`src/rtl/core/cartesian_to_spherical_core_macros.svh`:
```
// Assertion macros shared by the cartesian-to-spherical RTL.
`ifndef CARTESIAN_TO_SPHERICAL_CORE_MACROS_SVH
`define CARTESIAN_TO_SPHERICAL_CORE_MACROS_SVH

// Same-cycle implication, sampled on clk_i, off while rst_ni is low.
`define C2S_ASSERT_IMP(name, ante, cons, msg) \
  name: assert property (@(posedge clk_i) disable iff (!rst_ni) (ante) |-> (cons)) \
    else $error(msg);

// Next-cycle implication, sampled on clk_i, off while rst_ni is low.
`define C2S_ASSERT_NXT(name, ante, cons, msg) \
  name: assert property (@(posedge clk_i) disable iff (!rst_ni) (ante) |=> (cons)) \
    else $error(msg);

`endif

```
`src/rtl/core/c2s_gain.sv`:
```
// Two-stage multiply by the inverse CORDIC gain (Q31), rounded half up.
`timescale 1ns / 1ps
`default_nettype none

module c2s_gain #(
  parameter int unsigned DW          = 34,
  parameter int unsigned SBW         = 1,
  parameter logic [31:0] KINV        = 32'd1304065748
) (
  input  wire logic           clk_i,
  input  wire logic           rst_ni,
  input  wire logic           valid_i,
  output      logic           ready_o,
  input  wire logic [DW-1:0]  a_i,
  input  wire logic [SBW-1:0] sb_i,
  output      logic           valid_o,
  input  wire logic           ready_i,
  output      logic [DW-1:0]  res_o,
  output      logic [SBW-1:0] sb_o
);

  localparam int unsigned PW = DW + 16;
  localparam logic [PW:0] RND = (PW + 1)'(1) << 14;

  logic           vld_a_q, vld_b_q;
  logic           rdy_b;
  logic [PW-1:0]  a_ext;
  logic [PW-1:0]  hi_q, lo_q;
  logic [SBW-1:0] sb_a_q, sb_b_q;
  logic [PW:0]    sum;
  logic [DW-1:0]  res_q;

  assign rdy_b   = !vld_b_q || ready_i;
  assign ready_o = !vld_a_q || rdy_b;
  assign a_ext   = PW'(a_i);

  // sum of the two partial products, the low one truncated by 16 first
  assign sum = {1'b0, hi_q} + (PW + 1)'(lo_q >> 16) + RND;

  always_ff @(posedge clk_i or negedge rst_ni) begin
    if (!rst_ni) begin
      vld_a_q <= 1'b0;
      vld_b_q <= 1'b0;
    end else begin
      if (ready_o) begin
        vld_a_q <= valid_i;
      end
      if (rdy_b) begin
        vld_b_q <= vld_a_q;
      end
    end
  end

  // stage A: split multiply on the upper and lower gain halves
  always_ff @(posedge clk_i) begin
    if (valid_i && ready_o) begin
      hi_q   <= a_ext * PW'(KINV[31:16]);
      lo_q   <= a_ext * PW'(KINV[15:0]);
      sb_a_q <= sb_i;
    end
  end

  // stage B: combine and drop the Q31 fraction
  always_ff @(posedge clk_i) begin
    if (vld_a_q && rdy_b) begin
      res_q  <= sum[DW+14:15];
      sb_b_q <= sb_a_q;
    end
  end

  assign valid_o = vld_b_q;
  assign res_o   = res_q;
  assign sb_o    = sb_b_q;

endmodule

`default_nettype wire

```
`config.mk`:
```
export PLATFORM = sky130hd
export DESIGN_NAME = c2s_gain
export DESIGN_NICKNAME = d
export VERILOG_FILES = /design/src/rtl/core/cartesian_to_spherical_core_macros.svh /design/src/rtl/core/c2s_gain.sv
export SDC_FILE = /design/constraint.sdc
export NUM_CORES = 1
export LEC_CHECK = 0
export BUFFER_PORTS_ARGS = -buffer_cell sky130_fd_sc_hd__buf_2
export CAP_MARGIN = 40
export CORE_ASPECT_RATIO = 0.75
export CORE_MARGIN = 4
export CORE_UTILIZATION = 50
export DETAILED_ROUTE_END_ITERATION = 8
export PLACE_DENSITY = 0.65
export SETUP_SLACK_MARGIN = 0.1
export SYNTH_ARGS = -nofsm -noshare
export SYNTH_HDL_FRONTEND = slang
export SYNTH_SLANG_ARGS = --single-unit
```
`constraint.sdc`:
```
create_clock -name clk_i -period 8.4 [get_ports clk_i]
set_clock_uncertainty 0.1 [all_clocks]
set_input_delay 0.42 -clock clk_i [delete_from_list [all_inputs] [get_ports clk_i]]
set_output_delay 0.42 -clock clk_i [all_outputs]
set_load 0.03 [all_outputs]
```
* Word level (Yosys, flattened, before mapping)
Index checks and enable logic that the tools add are counted.
** Operators by class
- Reduce and logical (&&, ||, !) cells :: 6
- $mul :: 2
- Add/subtract/negate cells :: 2
** Operator list (count)
- adder 49 x 15 -> 49 bit (second input constant) :: 1
- adder 49 x 34 -> 49 bit :: 1
- multiplier 34 x 14 -> 48 bit (second input constant) :: 1
- multiplier 34 x 13 -> 47 bit (second input constant) :: 1
- logical AND 1 bit :: 2
- logical NOT 1 bit :: 2
- logical OR 1 bit :: 2
** Storage, ports and cells
- Output and inout port bits :: 37
- Input port bits :: 39
- Bits in registers :: 134
- Word-level logic and storage cells :: 17

* Depth between registers and ports, before layout
Gate-level depths: netlist of run 1.
- Depth after elaboration :: 4
- Depth in mapped cells :: 23
- Mapped depth without buffers :: 22

* Worst setup path after synthesis of run 1
Ideal clock, no wire load.
- Path type :: input to register
- From :: input port a_i[17]
- To :: register hi_q[41] (data pin)
- Stages on the path :: 21
- Data required time :: 8035 ps
- Library setup time :: 265 ps
- Setup slack :: 2335 ps
- Arrival time :: 5700 ps
- Buffers on the path :: 1
- Cells stage by stage :: inv_1 > fa_1 > inv_1 > ha_1 > fa_1 > fa_1 > fa_1 > inv_1 > fa_1 > inv_1 > ha_1 > buf_2 > a21o_1 > a21oi_1 > o21ai_1 > a221o_1 > a311oi_1 > nand2_1 > a311o_2 > a41oi_2 > xnor2_1
** Between the ends
- Longest elaborated chain between the ends :: 1
** RTL lines
- start, declared :: line c2s_gain.sv:14 : input wire logic [DW-1:0] a_i,
- multiplier 34 x 14 -> 48 bit :: line c2s_gain.sv:57 : hi_q <= a_ext * PW'(KINV[31:16]);
- end signal, assigned :: line c2s_gain.sv:57
- end, declared :: line c2s_gain.sv:28 : logic [PW-1:0] hi_q, lo_q;
No other way between the ends.
A chain may end at the register's enable or synchronous reset.

* Final worst setup path of run 1
- From :: input port a_i[6]
- To :: register hi_q[36] (data pin)
The elaborated chain is that of the path after synthesis.

==> flow_metrics.tcl, run 1 <==
set metrics [dict create \
    synthDistinctLibCells 69 \
    synth_top_area_share 0.319 \
    max_slew_margin 0.593 \
    setup_tns_ns 0 \
    cts_buffer_depth 2 \
    postSynthCellCount 2172 \
    die_h_um 190 \
    synthXorXnorAreaFrac 0.0494 \
    cts_sinks 118 \
    cpMostUsedCell "inv_1" \
    post_cts_buffers 0 \
    ant_nets 0 \
    clkLatencyLatePin_ns 0.41 \
    grt_pass1_wl_um 93600 \
    drv_slew 0 \
    period_share 0.777 \
    clockRootBuffer "clkbuf_16" \
    ctsResizeCount 0 \
    synth_top_family_by_area "adder cells" \
    async_flop_share 0.0169 \
    yosys-top-cells-area "fa_1 32%, ha_1 21%, edfxtp_1 16%" \
    hpwl_um 53100 \
    clk_pin_slew_ns 0.06 \
    globalRouteOverflowTotal 0 \
    worstSetupPathType "primary input to flop" \
    synth_warnings 0 \
    die_x_um 251 \
    grt.total_usage 0.255 \
    vias 15322 \
    synth_flop_cell "edfxtp_1" \
    grt_max_degree 57 \
    synth_fa_ha_area_frac 0.529 \
    routed_via_density 5.40 \
    fin_crit_ns 6.53 \
    cts_tree "yes" \
    start_kind "primary input" \
    synth.avg_cell_area_um2 10.2 \
    gp_congestion 0.992 \
    port_buffers 75 \
    start_util 0.509 \
    synth_simple_gate_area_frac 0.0595 \
    nets 3012 \
    cp-end-kind "flop" \
    drt_wl_total_um 59300 \
    muxShareOfSynthArea 0.000902 \
    hold_path_class "primary input to flop" \
    yosys.area.top_type "fa_1" \
    cts_buffers 17 \
    max_stage_delay_ns 0.60 \
    tightest_slew_ns 0.605 \
    cts_max_level 4 \
    drt_iter0_drc 1313 \
    drcViolationCount 0 \
    status "completed" \
    slowest_stage "fa_1" \
    synth_nets 2937 \
    synthTopCellsByCount "592 x inv_1, 373 x ha_1, 353 x fa_1" \
    cap_violations 0 \
    worstPathRequired_ns 8.58 \
    finalSetupViolations 0 \
    grt_pass1_vias 16110 \
    cp.buffers_inverters 7 \
    synth-edff-count 116 \
    areaGrowthSynthToFinish_pct 7.68 \
    core-area_um2 43600 \
    wire_per_inst_um 20.9 \
    syn-cell-area_um2 22200 \
    antenna_found_initial 0 \
    ys_seq_area_frac 0.159 \
    drt_pass1_iterations 6 \
    crit_chain "buf_2, inv_1, fa_1, inv_1, ha_1, fa_1, inv_1, fa_1, inv_1, fa_1, inv_1, fa_1, inv_1, ha_1, a211oi_1, nor2_1, o31ai_1, a31oi_2, o21ai_1, o21ai_1, a31oi_1, or4b_1, nand3_1" \
    ys_ff_latch 118 \
    fmax_ghz 0.153 \
    synth_compound_area_frac 0.0976 \
    critPathArrivalTime_ns 6.71 \
    crit_path_max_fanout 9 \
    num_rows 66 \
    drive_gt1_frac 0.0549 \
    final_hold_viol_count 0 \
    rsz0062_at_grt "false" \
    yosysMostFrequentCell "inv_1" \
    io_pins 76 \
    critPathTopFamily "adder cells" \
    dieArea_um2 47800 \
    n_antenna_cell 0 \
]
==> layer usage <==
metal	vias up	GRT usage	routed length, µm
met2	529	0.339	22300
met4	0	0.0205	165
met1	7619	0.427	31200
met3	12	0.0686	5530
met5	-	0	0
li1	7162	-	-
==> timing repair <==
| action | in CTS | in global routing |
|---|---|---|
| hold buffers | 1 | 0 |
| hold endpoints to repair | 2 | 0 |
| endpoints found under the setup margin | 0 | 0 |
==> cell usage in the layout (no fill, tap or decap), types with 5 or more instances in the layout <==
cell type | netlist | routed
nor2b_1 | 17 | 17
edfxtp_1 | 116 | 116
nand2b_1 | 14 | 14
nand4_1 | 20 | 20
inv_1 | 592 | 592
and4_1 | 5 | 5
nor3_1 | 9 | 9
clkbuf_16 | 0 | 17
nand3_1 | 31 | 31
a21o_1 | 71 | 71
a21oi_1 | 99 | 99
a211oi_1 | 8 | 8
and2_1 | 7 | 6
a31oi_1 | 11 | 11
o21a_1 | 9 | 9
ha_1 | 373 | 373
buf_2 | 4 | 75
fa_1 | 353 | 353
nor2_1 | 46 | 46
o21ai_0 | 46 | 46
o21bai_1 | 9 | 9
o211ai_1 | 8 | 8
nand3b_1 | 5 | 5
xnor2_1 | 70 | 70
nor4_1 | 5 | 5
a211o_1 | 7 | 7
nand2_1 | 69 | 69
and3_1 | 13 | 13
xor2_1 | 55 | 55
o21ai_1 | 9 | 9
==> sequential cells by signal (all words and copies together) (netlist names) <==
signal,cells
sb_o,1
res_o,34
vld_a_q,1
hi_q,48
lo_q,32
valid_o,1
sb_a_q,1
==> kinds of logic (layout without fill, tap and decap cells) <==
logic type,count (synthesis),in the layout
adder cells (fa/ha/maj),726,726
multiplexers,2,2
XOR/XNOR,125,125
flip-flops,118,118
buffers and inverters,615,703
AO/OA/AOI/OAI,328,328
AND/OR/NAND/NOR,258,258
==> worst reg2reg max path: stages (launching register included) <==
cell and delay, ns:
edfxtp_1 0.38, ha_1 0.32, ha_1 0.39, nand3_1 0.21, nor4_1 0.09, a221oi_1 0.27
o41ai_1 0.12, a21oi_1 0.15, nand2_1 0.15, a311o_1 0.41, o31a_1 0.28, a221oi_1 0.29
==> worst paths after layout <==
kind | from | endpoint | slack (ns) | cells after the start
max | a_i[6] | hi_q[36]$_DFFE_PP_ | 1.87 | 23
min | sb_i | sb_a_q$_DFFE_PP_ | 0.09 | 1
max reg2reg | hi_q[22]$_DFFE_PP_ | res_o[19]$_DFFE_PP_ | 5.04 | 11
min reg2reg | sb_a_q$_DFFE_PP_ | sb_o$_DFFE_PP_ | 0.32 | 0
max in group asynchronous | rst_ni | valid_o$_DFFE_PN0P_ | 7.89 | 2
min in group asynchronous | rst_ni | vld_a_q$_DFFE_PN0N_ | 0.22 | 2
==> stage by stage <==
stage	setup WS, ns	hold slack (ns)	cells	instance area (µm²)	util
after floorplan	2.34	0.0244	2172	22200	-
after global placement	1.66	0.107	2803	23200	0.532
after detailed placement	1.53	0.108	2805	23200	0.533
after CTS	1.94	0.0687	2838	23900	0.548
after global routing	1.58	0.0705	2838	23900	0.548
final	1.87	0.0862	2838	23900	0.548
==> layout make-up <==
type / count / area, µm²
clock buffers: 17 / 425
clock inverters: 15 / 216
fillers: 3931 / 19700
inverters: 592 / 2220
multi-input cells: 1439 / 16300
flip-flops and latches: 118 / 3530
well taps: 578 / 723
repair buffers: 79 / 428
Power of run 1 is not shown: default switching activity piles up to over one toggle a cycle in this logic, so the estimate is an artifact.
==> inputs of run 2 (changes only) <==
--- a/config.mk
+++ b/config.mk
@@ -11,7 +11,7 @@
 export CORE_MARGIN = 4
 export CORE_UTILIZATION = 50
 export DETAILED_ROUTE_END_ITERATION = 8
-export PLACE_DENSITY = 0.65
+export PLACE_DENSITY = 0.68
 export SETUP_SLACK_MARGIN = 0.1
 export SYNTH_ARGS = -nofsm -noshare
 export SYNTH_HDL_FRONTEND = slang
==> constraint.sdc (replaced) <==
create_clock -name clk_i -period 5.3 [get_ports clk_i]
set_clock_uncertainty 0.1 [all_clocks]
set_input_delay 0.265 -clock clk_i [delete_from_list [all_inputs] [get_ports clk_i]]
set_output_delay 0.265 -clock clk_i [all_outputs]
set_load 0.03 [all_outputs]
==> run 2 against run 1 <==
The run now ends with negative setup slack left. Sequential share of layout area fell by 3.0 points. Non-clock buffer count rose by 548. Core utilization up 14 points. Worst hold slack worse by 0.044 ns. Worst setup slack got worse by 2.2 ns. Critical endpoint is now hi_q[38]$_DFFE_PP_. Highest routed layer is now met5.
==> flow_metrics.tcl, run 2 (synthesized netlist as in run 1, its figures left out) <==
set metrics [dict create \
    drive_gt1_frac 0.344 \
    areaGrowthSynthToFinish_pct 35.0 \
    vias 17612 \
    clockRootBuffer "clkbuf_16" \
    dieArea_um2 47800 \
    drt_pass1_iterations 5 \
    cap_violations 0 \
    clkLatencyLatePin_ns 0.41 \
    fin_crit_ns 5.64 \
    grt.total_usage 0.281 \
    largest_reg_flops 48 \
    worstPathRequired_ns 5.36 \
    cts_buffers 17 \
    grt_pass1_wl_um 104000 \
    fillers 3244 \
    globalRouteOverflowTotal 0 \
    max_slew_margin 0.600 \
    rsz0062_at_grt "true" \
    die_h_um 190 \
    io_pins 76 \
    largest_register "hi_q" \
    period_share 1.06 \
    routed_via_density 5.20 \
    start_util 0.509 \
    tightest_slew_ns 0.595 \
    grt_max_degree 64 \
    cts_buffer_depth 2 \
    drv_slew 0 \
    fmax_ghz 0.177 \
    hold_path_depth 3 \
    wire_per_inst_um 19.7 \
    cp-end-kind "flop" \
    violations "negative setup slack" \
    drt_wl_total_um 66600 \
    regArea_um2 3530 \
    layout_commonest_cell "buf_4" \
    place_ws_ns -0.904 \
    hpwl_um 57400 \
    antenna_found_initial 1 \
    ant_nets 0 \
    crit_path_max_fanout 3 \
    nets 3560 \
    hold_path_class "primary input to flop" \
    setup_ws_ns -0.337 \
    multiInputGateArea_um2 18000 \
    num_rows 66 \
    cts_tree "yes" \
    start_kind "primary input" \
    n_antenna_cell 0 \
    core-area_um2 43600 \
    drt_iter0_drc 1269 \
    clk_pin_slew_ns 0.07 \
    r2r_cells 12 \
    status "finished, violations left" \
    port_buffers 75 \
    die_x_um 251 \
    gp_congestion 0.993 \
    grt_pass1_vias 18978 \
    worstSetupPathType "primary input to flop" \
    final_cell_mix "517 x buf_4, 511 x inv_1, 319 x fa_1" \
    critPathArrivalTime_ns 5.70 \
    cts_sinks 118 \
    drcViolationCount 0 \
    final_hold_viol_count 0 \
    cts_max_level 4 \
    finalSetupViolations 18 \
]
## run 2: cell type report
type,count,share of cell area
clock inverter,15,0.00476
tap,578,0.0242
inverter,592,0.0766
timing repair buffer,627,0.162
clock buffer,17,0.0142
multi-input combinational,1439,0.601
sequential,118,0.118
## run 2: routing by layer
layer | track usage | part of all wire | up-vias
met1 | 0.445 | 0.49 | 8717
met2 | 0.407 | 0.41 | 596
met3 | 0.0639 | 0.089 | 42
li1 | - | - | 8255
met5 | 0 | 0.00020 | -
met4 | 0.0258 | 0.0073 | 2
## run 2: critical path: stages
cell and delay [ns]:
buf_8 0.08, clkinvlp_4 0.09, buf_6 0.13, fa_2 0.54
inv_1 0.05, ha_2 0.18, fa_1 0.50, inv_2 0.04
fa_1 0.47, inv_1 0.05, fa_1 0.50, inv_1 0.06
fa_1 0.49, inv_2 0.05, ha_4 0.22, a211oi_2 0.25
nor2_2 0.08, o31ai_4 0.28, a31oi_4 0.16, a211o_1 0.36
o31a_1 0.36, buf_4 0.16, nand2b_4 0.14, a21oi_4 0.12
xnor2_1 0.09
## run 2: per-stage QoR
step                cell area (µm²)  utilization  hold slack [ns]  TNS [ns]  cells
finish                        29900        0.687           0.0419     -2.98   3386
floorplan                     22600            -           -0.131     -2.51   2172
global placement              27200        0.623          -0.0498    -27.31   3290
CTS                           29100        0.667           0.0204     -1.96   3362
detailed placement            27200        0.624          -0.0477    -29.87   3292
global route                  29900        0.687           0.0641     -6.33   3386
## run 2: final timing paths
path / slack, ns / from / endpoint
min: 0.04 / ready_i / valid_o$_DFFE_PN0P_
min reg2reg: 0.33 / sb_a_q$_DFFE_PP_ / sb_o$_DFFE_PP_
min in group asynchronous: 0.09 / rst_ni / vld_a_q$_DFFE_PN0N_
max: -0.34 / a_i[6] / hi_q[38]$_DFFE_PP_
max reg2reg: 1.89 / hi_q[8]$_DFFE_PP_ / res_o[28]$_DFFE_PP_
max in group asynchronous: 4.92 / rst_ni / valid_o$_DFFE_PN0P_
## run 2: what timing repair did
item                                    in CTS  in global routing
setup buffers                               39                 29
endpoints found under the setup margin      45                 46
hold endpoints to repair                     4                  0
pin swaps                                  182                103
gates resized for setup                    225                153
hold buffers                                 3                  0
Power of run 2 is left out for the same reason.
==> inputs of run 3 (changes only) <==
--- a/config.mk
+++ b/config.mk
@@ -11,7 +11,9 @@
 export CORE_MARGIN = 4
 export CORE_UTILIZATION = 50
 export DETAILED_ROUTE_END_ITERATION = 8
+export MAX_ROUTING_LAYER = met4
 export PLACE_DENSITY = 0.68
+export RECOVER_POWER = 50
 export SETUP_SLACK_MARGIN = 0.1
 export SYNTH_ARGS = -nofsm -noshare
 export SYNTH_HDL_FRONTEND = slang
==> run 3 against run 2 <==
First-iteration DRC count hardly changed. Fmax increased by 0.91%. Register-to-register slack got worse by 1.1 ns. Core utilization rose by 0.45 points. The run ends with max-capacitance violations, max-slew violations, negative setup slack left. Largest cell class unchanged. Sequential cell count stayed put. Non-clock buffer count rose by 3. Worst hold slack worse by 0.0085 ns.
==> flow_metrics.tcl, run 3 (synthesized netlist as in run 1, its figures left out) <==
set metrics [dict create \
    max_slew_margin -1.49 \
    drt_wl_total_um 68000 \
    worstPathRequired_ns 5.36 \
    wire_per_inst_um 20.1 \
    cts_buffers 17 \
    drv_slew 107 \
    io_pins 76 \
    areaGrowthSynthToFinish_pct 35.9 \
    gp_congestion 1.02 \
    slowest_stage "fa_1" \
    hp-start "ready_i" \
    cp-end-kind "flop" \
    drcViolationCount 0 \
    cap_violations 2 \
    dieArea_um2 47800 \
    routed_via_density 5.26 \
    place_ws_ns -0.896 \
    grt_max_degree 72 \
    rr_endpoint "lo_q[17]$_DFFE_PP_" \
    violations "max-capacitance violations, max-slew violations, negative setup slack" \
    die_x_um 251 \
    r2r_cells 3 \
    finalSetupViolations 34 \
    max_stage_delay_ns 0.61 \
    cpMostUsedCell "fa_1" \
    clockRootBuffer "clkbuf_16" \
    port_buffers 75 \
    die_h_um 190 \
    final_cell_count_no_fill 3389 \
    period_share 1.05 \
    fin_crit_ns 5.59 \
    critPathArrivalTime_ns 5.65 \
    critPathTopFamily "adder cells" \
    fmax_ghz 0.179 \
    start_kind "primary input" \
    largest_register "hi_q" \
    dp.cells 3280 \
    cts_buffer_depth 2 \
    crit_path_max_fanout 4 \
    largest_reg_flops 48 \
    fillers 3255 \
    cts_tree "yes" \
    globalRouteOverflowTotal 0 \
    layout_commonest_cell "inv_1" \
    worstSetupPathType "primary input to flop" \
    antenna_found_initial 0 \
    status "finished, violations left" \
    tightest_slew_ns 3.73 \
    clk_pin_slew_ns 0.07 \
    cp.buffers_inverters 5 \
    drt_pass1_iterations 5 \
    nets 3563 \
    core-area_um2 43600 \
    hold_path_depth 3 \
    final_hold_viol_count 0 \
    cts_sinks 118 \
    reg2reg_slack_ns 0.81 \
    cts_max_level 4 \
    crit_chain "buf_8, clkinvlp_4, fa_1, inv_2, ha_4, fa_1, fa_1, fa_1, inv_2, fa_1, inv_2, ha_4, a21o_1, a21oi_2, o21ai_1, a221o_1, a311oi_1, nand2_1, a311o_2, a41oi_2, xnor2_1" \
    start_util 0.509 \
    rsz0062_at_grt "true" \
    hpwl_um 58000 \
    final_cell_mix "509 x inv_1, 499 x buf_4, 325 x fa_1" \
    grt_pass1_vias 18851 \
    clkLatencyLatePin_ns 0.41 \
    hold_path_class "primary input to flop" \
    n_antenna_cell 0 \
    ant_nets 0 \
    r2r-start "valid_o$_DFFE_PN0P_" \
    drive_gt1_frac 0.332 \
    drt_iter0_drc 1268 \
    vias 17843 \
    grt_pass1_wl_um 106000 \
    num_rows 66 \
    setup_ws_ns -0.287 \
    hold_end "valid_o$_DFFE_PN0P_" \
    grt.total_usage 0.293 \
]
-- run 3: changes by cell type in the layout (fill, tap and decap cells not counted), moves of 4 or more --
cell / change
clkbuf_1: +44
buf_2: -36
buf_4: -18
buf_8: +8
ha_1: -8
buf_6: +7
fa_1: +6
fa_2: -6
ha_2: +5
inv_2: +4
-- run 3: layout make-up --
type	count	area (µm²)	share of cell area
clock buffer	17	425	0.0141
clock inverter	15	178	0.00590
inverter	592	2280	0.0758
multi-input combinational	1439	18100	0.602
sequential	118	3530	0.117
tap	578	723	0.0240
timing repair buffer	630	4850	0.161
-- run 3: metrics by stage --
stage	instance area [µm²]	hold slack [ns]	utilization	setup TNS, ns
floorplan	22600	-0.131	-	-2.51
global placement	27100	-0.0492	0.622	-24.91
detailed placement	27100	-0.0487	0.622	-28.65
CTS	29300	0.0193	0.672	-1.52
global route	30100	0.0639	0.691	-9.82
finish	30100	0.0334	0.691	-4.01
-- run 3: worst max path at each step --
stage / from / to / slack [ns] / cells past startpoint
floorplan: a_i[19] / hi_q[41]$_DFFE_PP_ / -0.44 / 21
detailed placement: a_i[17] / hi_q[45]$_DFFE_PP_ / -0.90 / 23
finish: a_i[17] / hi_q[45]$_DFFE_PP_ / -0.29 / 21
global route: a_i[9] / hi_q[48]$_DFFE_PP_ / -0.43 / 22
global placement: a_i[18] / hi_q[41]$_DFFE_PP_ / -0.83 / 21
CTS: a_i[17] / hi_q[45]$_DFFE_PP_ / -0.22 / 23
-- run 3: tightest hold or removal path: stages --
cell	delay [ns]
buf_2	0.08
nand2b_1	0.10
nand2b_1	0.06
-- run 3: metal layers --
metal  GRT usage  part of all wire
met4      0.0267            0.0071
met2       0.414              0.41
met5           -                 0
met1       0.458              0.49
met3      0.0544             0.084
-- run 3: repair_timing --
item,in CTS,in global routing
hold endpoints to repair,4,0
gates resized for setup,255,155
gates cloned,0,0
pin swaps,176,96
buffers inserted,52,32
hold buffers,3,0
endpoints found under the setup margin,42,46
Power of run 3 is left out for the same reason.
