## config.mk

```make
export PLATFORM = sky130hd
export DESIGN_NAME = c2s_cordic_cell
export DESIGN_NICKNAME = d
export VERILOG_FILES = /design/src/rtl/core/cartesian_to_spherical_core_macros.svh /design/src/rtl/core/c2s_pkg.sv /design/src/rtl/core/c2s_cordic_cell.sv
export SDC_FILE = /design/constraint.sdc
export NUM_CORES = 1
export LEC_CHECK = 0
export ABC_AREA = 1
export BUFFER_PORTS_ARGS = -buffer_cell sky130_fd_sc_hd__buf_2
export CAP_MARGIN = 40
export CORE_MARGIN = 3
export CORE_UTILIZATION = 53
export DETAILED_ROUTE_END_ITERATION = 6
export PLACE_DENSITY = 0.77
export SYNTH_ARGS = -nofsm -noshare
export SYNTH_HDL_FRONTEND = slang
export SYNTH_SLANG_ARGS = --single-unit
```

## constraint.sdc

```tcl
create_clock -name clk_i -period 16.3 [get_ports clk_i]
set_clock_uncertainty 0.05 [all_clocks]
set_input_delay 3.26 -clock clk_i [delete_from_list [all_inputs] [get_ports clk_i]]
set_output_delay 3.26 -clock clk_i [all_outputs]
set_load 0.005 [all_outputs]
```

## src/rtl/core/cartesian_to_spherical_core_macros.svh

```systemverilog
// Assertion macros shared by the cartesian-to-spherical RTL.
`ifndef CARTESIAN_TO_SPHERICAL_CORE_MACROS_SVH
`define CARTESIAN_TO_SPHERICAL_CORE_MACROS_SVH

// Same-cycle implication, sampled on clk_i, off while rst_ni is low.
`define C2S_ASSERT_IMP(name, ante, cons, msg) \
  name: assert property (@(posedge clk_i) disable iff (!rst_ni) (ante) |-> (cons)) \
    else $error(msg);

// Next-cycle implication, sampled on clk_i, off while rst_ni is low.
`define C2S_ASSERT_NXT(name, ante, cons, msg) \
  name: assert property (@(posedge clk_i) disable iff (!rst_ni) (ante) |=> (cons)) \
    else $error(msg);

`endif

```

## src/rtl/core/c2s_pkg.sv

```systemverilog
// Shared constants, types and the gain constant function of the converter.
`timescale 1ns / 1ps
`default_nettype none

package c2s_pkg;

  // Fraction bits added below the input LSB inside the datapath.
  localparam int unsigned GUARD_BITS = 8;
  // Number of tabulated arctangent entries.
  localparam int unsigned ATAN_ENTRIES = 24;

  typedef logic [31:0] turn_t;

  localparam turn_t HALF_TURN = 32'h8000_0000;
  // Start of the lower quarter, where a small negative polar residue lands.
  localparam turn_t PSI_WRAP  = 32'hC000_0000;

  // atan(2^-i) as an unsigned fraction of a full turn.
  localparam turn_t ATAN_TURNS [ATAN_ENTRIES] = '{
    32'd536870912, 32'd316933406, 32'd167458907, 32'd85004756,
    32'd42667331,  32'd21354465,  32'd10679838,  32'd5340245,
    32'd2670163,   32'd1335087,   32'd667544,    32'd333772,
    32'd166886,    32'd83443,     32'd41722,     32'd20861,
    32'd10430,     32'd5215,      32'd2608,      32'd1304,
    32'd652,       32'd326,       32'd163,       32'd81
  };

  // Floor quotient by shift and subtract. Elaboration only.
  function automatic logic [63:0] div_floor_u64(logic [63:0] num, logic [63:0] den);
    logic [63:0] quo;
    logic [64:0] rem;
    quo = '0;
    rem = '0;
    for (int k = 63; k >= 0; k--) begin
      rem = {rem[63:0], num[k]};
      if (rem >= {1'b0, den}) begin
        rem    = rem - {1'b0, den};
        quo[k] = 1'b1;
      end
    end
    return quo;
  endfunction

  // Inverse CORDIC gain for n stages as unsigned Q31: floor of the square
  // root of prod 1/(1+4^-i) held in Q62. Elaboration only.
  function automatic turn_t gain_inv_q31(int unsigned n);
    logic [63:0] p;
    logic [63:0] r;
    logic [63:0] bm;
    p  = 64'd1 << 62;
    r  = '0;
    bm = 64'd1 << 62;
    for (int i = 0; i < ATAN_ENTRIES; i++) begin
      if (i < n) begin
        p = p - div_floor_u64(p, (64'd1 << (2 * i)) + 64'd1);
      end
    end
    // bitwise integer square root
    for (int k = 0; k < 32; k++) begin
      if (bm > p) begin
        bm = bm >> 2;
      end
    end
    for (int k = 0; k < 32; k++) begin
      if (bm != 0) begin
        if (p >= r + bm) begin
          p = p - (r + bm);
          r = (r >> 1) + bm;
        end else begin
          r = r >> 1;
        end
        bm = bm >> 2;
      end
    end
    return r[31:0];
  endfunction

endpackage

`default_nettype wire

```

## src/rtl/core/c2s_cordic_cell.sv

```systemverilog
// One registered CORDIC vectoring micro-rotation with its own pipeline slot.
`timescale 1ns / 1ps
`default_nettype none

module c2s_cordic_cell #(
  parameter int unsigned W     = 35,
  parameter int unsigned STAGE = 0,
  parameter int unsigned SBW   = 1
) (
  input  wire logic                clk_i,
  input  wire logic                rst_ni,
  input  wire logic                valid_i,
  output      logic                ready_o,
  input  wire logic signed [W-1:0] a_i,
  input  wire logic signed [W-1:0] b_i,
  input  wire c2s_pkg::turn_t      ang_i,
  input  wire logic [SBW-1:0]      sb_i,
  output      logic                valid_o,
  input  wire logic                ready_i,
  output      logic signed [W-1:0] a_o,
  output      logic signed [W-1:0] b_o,
  output      c2s_pkg::turn_t      ang_o,
  output      logic [SBW-1:0]      sb_o
);

  logic                valid_q;
  logic signed [W-1:0] a_q, a_d;
  logic signed [W-1:0] b_q, b_d;
  c2s_pkg::turn_t      ang_q, ang_d;
  logic [SBW-1:0]      sb_q;
  logic signed [W-1:0] a_sh, b_sh;

  // slot frees when empty or when its content moves on
  assign ready_o = !valid_q || ready_i;

  // rotate toward the x axis, direction from the sign of b
  always_comb begin
    a_sh = a_i >>> STAGE;
    b_sh = b_i >>> STAGE;
    if (!b_i[W-1]) begin
      a_d   = a_i + b_sh;
      b_d   = b_i - a_sh;
      ang_d = ang_i + c2s_pkg::ATAN_TURNS[STAGE];
    end else begin
      a_d   = a_i - b_sh;
      b_d   = b_i + a_sh;
      ang_d = ang_i - c2s_pkg::ATAN_TURNS[STAGE];
    end
  end

  always_ff @(posedge clk_i or negedge rst_ni) begin
    if (!rst_ni) begin
      valid_q <= 1'b0;
    end else if (ready_o) begin
      valid_q <= valid_i;
    end
  end

  always_ff @(posedge clk_i) begin
    if (valid_i && ready_o) begin
      a_q   <= a_d;
      b_q   <= b_d;
      ang_q <= ang_d;
      sb_q  <= sb_i;
    end
  end

  assign valid_o = valid_q;
  assign a_o     = a_q;
  assign b_o     = b_q;
  assign ang_o   = ang_q;
  assign sb_o    = sb_q;

endmodule

`default_nettype wire

```

# Yosys cells after proc, flatten, opt, wreduce, memory -nomap -nowiden
# Cells that the tools add are included.
# totals
wordCells	16
ff_bits	104
inputBits	107
# classes
n_reduce_logical	3
mux	3
addsub	5
# ops
cell	n
$mux W35	2
$sub A35 B35 Y35	2
$add A35 B35 Y35	1
$add A32 B30 Y32 const B	1
$mux W32	1
$sub A32 B30 Y32 const B	1
$logic_and A1 B1 Y1	1
$logic_not A1 Y1	1
$logic_or A1 B1 Y1	1

# Longest topological paths before layout
# Gate-level depths: netlist of run 1.
# depth
word_depth	3
mapped_depth	17

# Worst setup path before layout of run 1
# Ideal clock, no wire load.
# synth_path
path_type	input-to-reg
start	input valid_i
end	register a_q[10] (netlist: a_o[10]) (enable)
t_arrival_ps	8223
required_ps	15654
path_slack_ps	7431
path_stages	2
cell_sequence	inv_1 -> a21oi_1
# synth_via
elab_chain_cells	1
# synth_rtl
element	line	rtl
start: declaration	c2s_cordic_cell.sv:12	input wire logic valid_i,
$logic_and A1 B1 Y1	c2s_cordic_cell.sv:60	if (valid_i && ready_o) begin
end signal: assignment	c2s_cordic_cell.sv:61	a_q <= a_d;
end: declaration	c2s_cordic_cell.sv:27	logic signed [W-1:0] a_q, a_d;
# No other way between the ends.
# A chain may end at the register's enable or synchronous reset.

# Worst setup path after layout of run 1
# layout_path
start	input ready_i
end	output ready_o
# layout_via
elab_chain_cells	1
# layout_rtl
element	line	rtl
start: declaration	c2s_cordic_cell.sv:19	input wire logic ready_i,
$logic_or A1 B1 Y1	c2s_cordic_cell.sv:34	assign ready_o = !valid_q || ready_i;
end: declaration	c2s_cordic_cell.sv:13	output logic ready_o,
# No other way between the ends.

==> impl_results.md, run 1 <==
- Status: completed
- Final Critical Period: 6.98 ns
- CP arrival: 3.67 ns
- Final period util: 42.9%
- Syn nets: 1875
- Initial DRC count: 951
- CTS max path bufs: 2
- Final Hold Fails: 0
- Overall routing resource usage: 32.8%
- Ys flop type: edfxtp_1
- Switching share of power: 39.9%
- Cell-by-cell trace of the critical path: buf_2 -> inv_1 -> nand2_1 -> buf_2
- Vias per Instance: 5.48
- Top delay family on crit path: buffers and inverters
- Fin. max-slew vios: 0
- Max-slew headroom: 42.5%
- DIE WIDTH: 150 um
- Global route overflow: 0
- Final setup viols: 0
- Post-CTS setup buffers: 0
- Pre-antenna DRT Iters: 5
- Multi-input gate area: 0.00653 mm^2
- First-pass GRT wire length: 56.5 mm
- Worst path max stage delay: 0.13 ns
- Crit. End Element: output port
- I/O Buffers: 211
- Clock network power share: 23.9%
- CTS tree: yes
- Initial Utilization: 55.0%
- Max Cap Viol: 0
- Sequential element share of the synthesized area: 28.2%
- FILL cells: 1949
- Die area: 0.0224 mm^2
- # nets final: 2053
- Gpl congestion: 1.02
- Antenna violations before repair: 0
- Clk pin slew, worst setup/hold paths: 0.08 ns
- WL met3: 4.02 mm
- Worst vdd ir: 46.2 uV
- Pre-CTS WS: 9.31 ns
- Wire length on met2: 16.1 mm
- Register area: 0.00309 mm^2
- Core area: 0.0199 mm^2
- Synth warn: 0
- Worst Path Buf+Inv: 3
- RSZ-0062 raised after global routing: false
- Comb power frac: 39.7%
- Clk_lat worst skew: 0.36 ns
- Worst hold slack: 0.540 ns
- Pint: 545 uW
- CP Launch Type: input port
- Cell area after synthesis: 0.0110 mm^2
- Antenna-violating nets left: 0
- Worst hold path class: register to register
- Post-CTS sizing: 0
- CTS root buf: clkbuf_16
- Syn_area_per_cell: 6.59 um^2
- Die Y: 150 um
- DRC: 0
- Fmax: 143 MHz
- Worst Max-Slew Pin Slew: 0.862 ns
- CP max-delay cell: buf_2
- Worst-path maximum fanout: 2
- Asr flop ratio synth: 0.971%
- Final worst setup slack: 9.32 ns
- Wire length per cell: 17.7 um
- Synthesis-to-finish area growth: 12.9%
- HPWL after detailed placement: 31.2 mm
- Setup TNS: 0 ns
- Number of global-route vias before repair: 10500
- Inserted Diodes: 0
- Most frequent CP cell: buf_2
- CTS Hold Buffers Added: 0
- Largest net degree at the start of global routing: 76
- # rows: 51
- Num CTS Buffers: 9
- Wirelength, routed: 37.3 mm
- WL met1: 16.3 mm
- Net Switching: 361 uW
- H-tree levels: 3
- IO Count: 212
- Top layer reached by signal wires: met4
- Post-Synthesis Cells: 1662
- #FFs+latches synth: 103
- Pwr Density: 73.2 mW/mm^2
- Lkg Pwr: 0.00654 uW
- Cell variety after synth: 45
- Layout cell share with drive strength beyond 1: 14.4%
- CTS sink count: 103
- WS Path Type: input port to output port
- Flop pwr share: 36.4%
- Vias: 11600
- CP required: 12.99 ns
- EDFF count, synth: 102
[sequential cells by signal, indices dropped and copies added, names as in the netlist]
register  count
sb_o          1
a_o          34
b_o          35
valid_o       1
ang_o        32
[per-stage QoR]
stage                     std cells  util, %  instance area (um^2)  power, uW
final                          2110     62.1                 12400        905
after global routing           2110     62.1                 12400        960
after CTS                      2110     62.1                 12400        902
after detailed placement       2094     60.7                 12100        686
after global placement         2094     60.7                 12100        680
after floorplan                1662        -                 11000        567
[power by group through the flow]
stage / clock (uW) / combinational, uW / sequential [uW]
2_1_floorplan: 0 / 225 / 341
3_3_place_gp: 0 / 345 / 335
3_5_place_dp: 0 / 350 / 336
4_1_cts: 220 / 351 / 330
5_1_grt: 231 / 397 / 332
6_report: 216 / 360 / 329
[final timing paths]
path                              to  cells past startpoint  startpoint  slack, ns
setup / recovery             ready_o                      4     ready_i       9.32
hold / removal               valid_o                      2     valid_o       0.54
setup reg to reg           ang_o[25]                      3     valid_o      14.09
hold reg to reg              valid_o                      2     valid_o       0.54
max in group asynchronous    valid_o                      1      rst_ni      13.50
min in group asynchronous    valid_o                      1      rst_ni       2.61
[Yosys cell counts (3+ instances only)]
library cell  instances  area [um^2]
o21bai_1             19          143
o22ai_1               4         25.0
nand2_1             506         1900
nand4_1              19          119
buf_4                26          195
o21ai_0              80          400
edfxtp_1            102         3060
nor3_1                8         40.0
clkbuf_1              8         30.0
nor2_1              120          450
nor2_2               14         87.6
a21oi_1             122          611
ha_1                102         1280
buf_1                 4         15.0
o21ai_1               7         35.0
or2_2                 4         25.0
and2_1                5         31.3
xor2_1               28          245
nand3_1             154          771
buf_2                 8         40.0
fa_1                  4         80.1
nand2_2               7         43.8
a21o_1                3         22.5
o21a_1                3         22.5
inv_1               278         1040
[final cells by class]
type                            instances  share of cell area [%]
Multi-Input combinational cell       1232                    52.8
Timing Repair Buffer                  215                    8.78
Inverter                              279                    8.47
Clock inverter                          6                   0.435
Tap cell                              265                    2.68
Clock buffer                           10                    1.85
Sequential cell                       103                    25.0
[cells by family after synthesis]
group / share of synthesized area, %
AND/OR/NAND/NOR: 32.5
buffers and inverters: 12.3
AO/OA/AOI/OAI: 12.2
adder cells (fa/ha/maj): 12.4
flip-flops: 28.2
XOR/XNOR: 2.40
multiplexers: 0.0914
[metal layers]
metal / up-vias / track usage [%]
li1: 5677 / -
met1: 5274 / 47.5
met2: 572 / 51.0
met3: 48 / 5.39
met4: 0 / 8.74
met5: - / 0
[placed cells by master, fill, tap and decap left out, types with 28 or more instances in the layout]
cell | netlist | routed
edfxtp_1 | 102 | 102
nand2_1 | 506 | 506
inv_1 | 278 | 277
nand3_1 | 154 | 154
o21ai_0 | 80 | 80
xor2_1 | 28 | 28
buf_2 | 8 | 211
nor2_1 | 120 | 120
a21oi_1 | 122 | 121
ha_1 | 102 | 102
[worst min-delay path: stages (launching register included)]
cell and delay [ns]:
dfrtp_1 0.41, nand2_1 0.09, nand2_1 0.06
Note: power is estimated with default switching activity, not from simulation.
==> inputs of run 2 (changes only) <==
--- a/config.mk
+++ b/config.mk
@@ -9,9 +9,9 @@
 export BUFFER_PORTS_ARGS = -buffer_cell sky130_fd_sc_hd__buf_2
 export CAP_MARGIN = 40
 export CORE_MARGIN = 3
-export CORE_UTILIZATION = 53
+export CORE_UTILIZATION = 52
 export DETAILED_ROUTE_END_ITERATION = 6
-export PLACE_DENSITY = 0.77
+export PLACE_DENSITY = 0.79
 export SYNTH_ARGS = -nofsm -noshare
 export SYNTH_HDL_FRONTEND = slang
 export SYNTH_SLANG_ARGS = --single-unit
==> constraint.sdc (replaced) <==
create_clock -name clk_i -period 6.3 [get_ports clk_i]
set_clock_uncertainty 0.05 [all_clocks]
set_input_delay 1.26 -clock clk_i [delete_from_list [all_inputs] [get_ports clk_i]]
set_output_delay 1.26 -clock clk_i [all_outputs]
set_load 0.005 [all_outputs]
==> run 2 against run 1 <==
- via count increased by 1.4%
- register-to-register slack lost 9.8 ns
- combinational power grew to 2.6 times the previous value
- sequential power rose to 2.6 times the previous value
- worst setup slack got worse by 6.5 ns
- count of clock-buffer cells in the layout unchanged
==> impl_results.md, run 2 (same netlist as run 1, synthesis figures left out) <==
- DIE WIDTH: 151 um
- Most common cell after layout, fill and taps aside: nand2_1
- Initial Utilization: 53.5%
- Die Y: 151 um
- Synthesis-to-finish area growth: 13.5%
- Cell Count, Final, Fillers Out: 2116
- Gpl congestion: 1.06
- Clk pin slew, worst setup/hold paths: 0.07 ns
- Levels on crit path: 12
- Cell-by-cell trace of the critical path: buf_2 -> inv_1 -> ha_1 -> nand2_1 -> nor2_1 -> a21oi_1 -> o21ai_1 -> nand2_1 -> nand2_1 -> nand2_1 -> nand3_1 -> nand2_1
- Fmax: 287 MHz
- Number of global-route vias before repair: 10600
- CP Launch Type: input port
- Total power: 2440 uW
- CTS sink count: 103
- CP required: 6.32 ns
- Most frequent CP cell: nand2_1
- Clk_lat worst skew: 0.35 ns
- R2R depth: 2
- Initial DRC count: 1163
- Max reg flops: 35
- Crit. End Element: register
- CP max-delay cell: ha_1
- WS Path Type: input port to register
- Critical Path Source: a_i[4]
- Worst path max stage delay: 0.55 ns
- Worst Max-Slew Pin Slew: 0.795 ns
- # rows: 52
- Vias: 11700
- Reg-to-Reg Start: valid_o
- Worst hold path class: register to register
- H-tree levels: 3
- Layout cell share with drive strength beyond 1: 14.4%
- Post-CTS setup buffers: 0
- CTS Hold Buffers Added: 0
- Wire length per cell: 18.1 um
- Final setup viols: 0
- CTS root buf: clkbuf_16
- Worst vdd ir: 139 uV
- Final Critical Period: 3.48 ns
- Largest net degree at the start of global routing: 87
- CTS max path bufs: 2
- Max-slew headroom: 46.9%
- Final period util: 55.3%
- Setup TNS: 0 ns
- Die area: 0.0228 mm^2
- R2R setup slack: 4.29 ns
- FILL cells: 2046
- I/O Buffers: 211
- Overall routing resource usage: 32.6%
- Antenna-violating nets left: 0
- Most frequent cells in the layout: nand2_1, inv_1, buf_2
- Max Cap Viol: 0
- CTS tree: yes
- Top delay family on crit path: simple AND/OR/NAND/NOR gates
- # nets final: 2053
- Num CTS Buffers: 9
- CP endpoint: b_o[21]
- Fin. max-slew vios: 0
- Pwr Density: 196 mW/mm^2
- Worst-path maximum fanout: 12
- Pre-antenna DRT Iters: 7
- Placed insts: 2099
- IO Count: 212
- CP arrival: 3.50 ns
- Lkg Pwr: 0.00657 uW
- RSZ-0062 raised after global routing: false
- Global route overflow: 0
- Post-CTS sizing: 0
- Core area: 0.0205 mm^2
- Wirelength, routed: 38.3 mm
- First-pass GRT wire length: 56.8 mm
- Antenna violations before repair: 1
- Status: completed
- Reg-to-Reg End: b_o[9]
- DRC: 0
- Vias per Instance: 5.54
- Final Hold Fails: 0
- HPWL after detailed placement: 32.0 mm
- Worst Path Buf+Inv: 2
run 2: cell count changes in the layout (fill, tap and decap cells not counted), sizes merged:
cell	previous run	this run
diode	0	1
inv	282	281
bufinv	0	2
clkinv	2	1
run 2: final cells by class:
cell class	count	area, um^2	area share [%]
well taps	270	338	2.72
multi-input cells	1232	6530	52.5
clock buffers	10	229	1.84
clock inverters	6	92.6	0.744
flip-flops and latches	103	3090	24.8
diodes	1	2.50	0.0201
inverters	279	1050	8.42
repair buffers	215	1110	8.93
run 2: power breakdown:
| group | switching, uW | internal, uW | total (uW) |
|---|---|---|---|
| combinational | 643 | 297 | 940 |
| clock | 295 | 354 | 648 |
| sequential | 16.9 | 838 | 855 |
run 2: metrics by stage:
stage               instance area (um^2)  utilization [%]  setup WS, ns  hold slack, ns
floorplan                          11000                -          1.53           0.501
global placement                   12100             59.0          2.45           0.509
detailed placement                 12100             59.1          2.53           0.544
CTS                                12400             60.7          2.91           0.563
global route                       12400             60.7          2.71           0.594
finish                             12400             60.7          2.82           0.553
run 2: worst min path at each step:
stage	startpoint	endpoint	slack, ns	cells past startpoint
after global placement	valid_o	valid_o	0.51	2
after detailed placement	valid_o	valid_o	0.54	2
after floorplan	valid_o	valid_o	0.50	2
after global routing	valid_o	valid_o	0.59	2
final	valid_o	valid_o	0.55	2
after CTS	valid_o	valid_o	0.56	2
run 2: per-layer routing:
layer | global-route usage [%] | wire length [um]
met3 | 5.72 | 4380
met2 | 48.8 | 15900
met1 | 47.5 | 16700
met5 | 0 | 13
met4 | 11.0 | 1260
run 2: tightest hold or removal path, cell delays in order, from the launching register on:
cell and delay (ns):
dfrtp_1 0.42, nand2_1 0.09, nand2_1 0.06
==> inputs of run 3 (changes only) <==
==> constraint.sdc (replaced) <==
create_clock -name clk_i -period 3 [get_ports clk_i]
set_clock_uncertainty 0.05 [all_clocks]
set_input_delay 0.6 -clock clk_i [delete_from_list [all_inputs] [get_ports clk_i]]
set_output_delay 0.6 -clock clk_i [all_outputs]
set_load 0.005 [all_outputs]
==> run 3 against run 2 <==
- design area increased by 4.8%
- first-iteration DRC count decreased by 0.77%
- worst hold slack got worse by 0.19 ns
- largest cell class unchanged
==> impl_results.md, run 3 (same netlist as run 1, synthesis figures left out) <==
- Status: completed
- Vias: 11900
- # nets final: 2133
- Clock network power share: 24.9%
- RSZ-0062 raised after global routing: false
- Setup TNS: 0 ns
- Num CTS Buffers: 9
- Worst vdd ir: 252 uV
- Lkg Pwr: 0.00694 uW
- Max Cap Viol: 0
- Post-CTS sizing: 0
- Crit. End Element: register
- Initial Utilization: 53.5%
- CP arrival: 2.74 ns
- Switching share of power: 39.2%
- Worst path max stage delay: 0.49 ns
- HPWL after detailed placement: 32.6 mm
- Net Switching: 2040 uW
- H-tree levels: 3
- Worst Max-Slew Pin Slew: 0.756 ns
- Multi-input gate area: 0.00653 mm^2
- Vias per Instance: 5.43
- Fin. max-slew vios: 0
- Pint: 3170 uW
- Antenna-violating nets left: 0
- I/O Buffers: 211
- Clk_lat worst skew: 0.36 ns
- FILL cells: 1927
- Top delay family on crit path: simple AND/OR/NAND/NOR gates
- Global route overflow: 0
- Die area: 0.0228 mm^2
- DIE WIDTH: 151 um
- Most frequent CP cell: nand2_1
- CP max-delay cell: fa_1
- Clk pin slew, worst setup/hold paths: 0.08 ns
- WS Path Type: input port to register
- Max reg flops: 35
- # rows: 52
- First-pass GRT wire length: 58.9 mm
- Worst-path maximum fanout: 4
- Cell-by-cell trace of the critical path: buf_2 -> inv_1 -> ha_1 -> fa_1 -> o21bai_1 -> nand2_1 -> nand2_1 -> nand2_1 -> nand2_1 -> nand2_1 -> nand2_1 -> nand2_1 -> nand3_1 -> nand2_1
- Final Critical Period: 2.67 ns
- Flop pwr share: 34.5%
- Die Y: 151 um
- Overall routing resource usage: 33.6%
- Max-slew headroom: 49.6%
- Most frequent cells in the layout: nand2_1, inv_1, buf_2
- Final setup viols: 0
- CTS sink count: 103
- Final Hold Fails: 0
- Register area: 0.00309 mm^2
- CTS max path bufs: 2
- Gpl congestion: 0.998
- Number of global-route vias before repair: 11100
- Most common cell after layout, fill and taps aside: nand2_1
- Final period util: 88.9%
- IO Count: 212
- Fmax: 375 MHz
- CTS root buf: clkbuf_16
- Wire length per cell: 17.7 um
- Largest net degree at the start of global routing: 76
- CP required: 3.07 ns
- CTS tree: yes
- Comb power frac: 40.6%
- Core area: 0.0205 mm^2
- DRC: 0
- Initial DRC count: 1154
- Pre-antenna DRT Iters: 5
- Util after Layout: 63.6%
- Synthesis-to-finish area growth: 18.9%
- Antenna violations before repair: 3
- Wirelength, routed: 38.8 mm
- Worst Path Buf+Inv: 2
- Pwr Density: 400 mW/mm^2
- Layout cell share with drive strength beyond 1: 18.0%
- CP Launch Type: input port
- Worst hold path class: input port to register
==> run 3: cell count changes in the layout (fill, tap and decap cells not counted), sizes merged <==
cell and delta:
inv +1, bufinv -1, clkinv +1, clkbuf -1, buf +79, dlygate4sd3 +1
==> run 3: repair_timing <==
item | CTS | global route
hold endpoints to repair | 1 | 0
buffers inserted | 0 | 0
hold buffers | 1 | 0
==> run 3: path summary, 6_finish.rpt <==
kind                              to     start  cells after the start  slack (ns)
setup / recovery             b_o[32]    b_i[0]                     14        0.33
hold / removal              ang_o[8]  ang_i[8]                      1        0.36
setup reg to reg           ang_o[20]   valid_o                      2        1.34
hold reg to reg              valid_o   valid_o                      2        0.56
max in group asynchronous    valid_o    rst_ni                      2        2.30
min in group asynchronous    valid_o    rst_ni                      2        0.51
==> run 3: power groups by stage <==
stage	clock network [uW]	registers, uW	logic (uW)
after floorplan	0	1840	1230
final	1300	1800	2110
after global routing	1360	1810	2330
after detailed placement	0	1830	2050
after CTS	1310	1800	2060
after global placement	0	1820	2020
==> run 3: routing by layer <==
layer  vias to the layer above  part of all wire, %  global-route usage, %
li1                       5826                    -                      -
met1                      5425                   43                   47.2
met2                       597                   44                   53.0
met3                        65                   11                   6.49
met4                         4                  2.4                   8.93
met5                         -                0.062                      0
==> run 3: per-stage QoR <==
| step | total power (uW) | hold slack, ns | setup slack, ns | instance area, um^2 | instances |
|---|---|---|---|---|---|
| after floorplan | 3070 | 0.254 | 0.136 | 11000 | 1662 |
| after global placement | 3850 | 0.325 | 0.105 | 12700 | 2178 |
| after detailed placement | 3880 | 0.329 | 0.0239 | 12700 | 2178 |
| after CTS | 5170 | 0.354 | 0.394 | 13000 | 2195 |
| after global routing | 5490 | 0.350 | 0.160 | 13000 | 2195 |
| final | 5210 | 0.359 | 0.332 | 13000 | 2196 |
==> run 3: area by class of cell <==
type / instances / area share (%)
Antenna cell: 1 / 0.0192
Clock buffer: 9 / 1.73
Clock inverter: 7 / 0.663
Inverter: 279 / 8.04
Multi-Input combinational cell: 1232 / 50.1
Sequential cell: 103 / 23.7
Tap cell: 270 / 2.59
Timing Repair Buffer: 295 / 13.2
==> run 3: worst register-to-register path: stages, from the launching register on <==
cell	delay [ns]
dfrtp_1	0.43
a21oi_4	0.38
buf_12	0.40
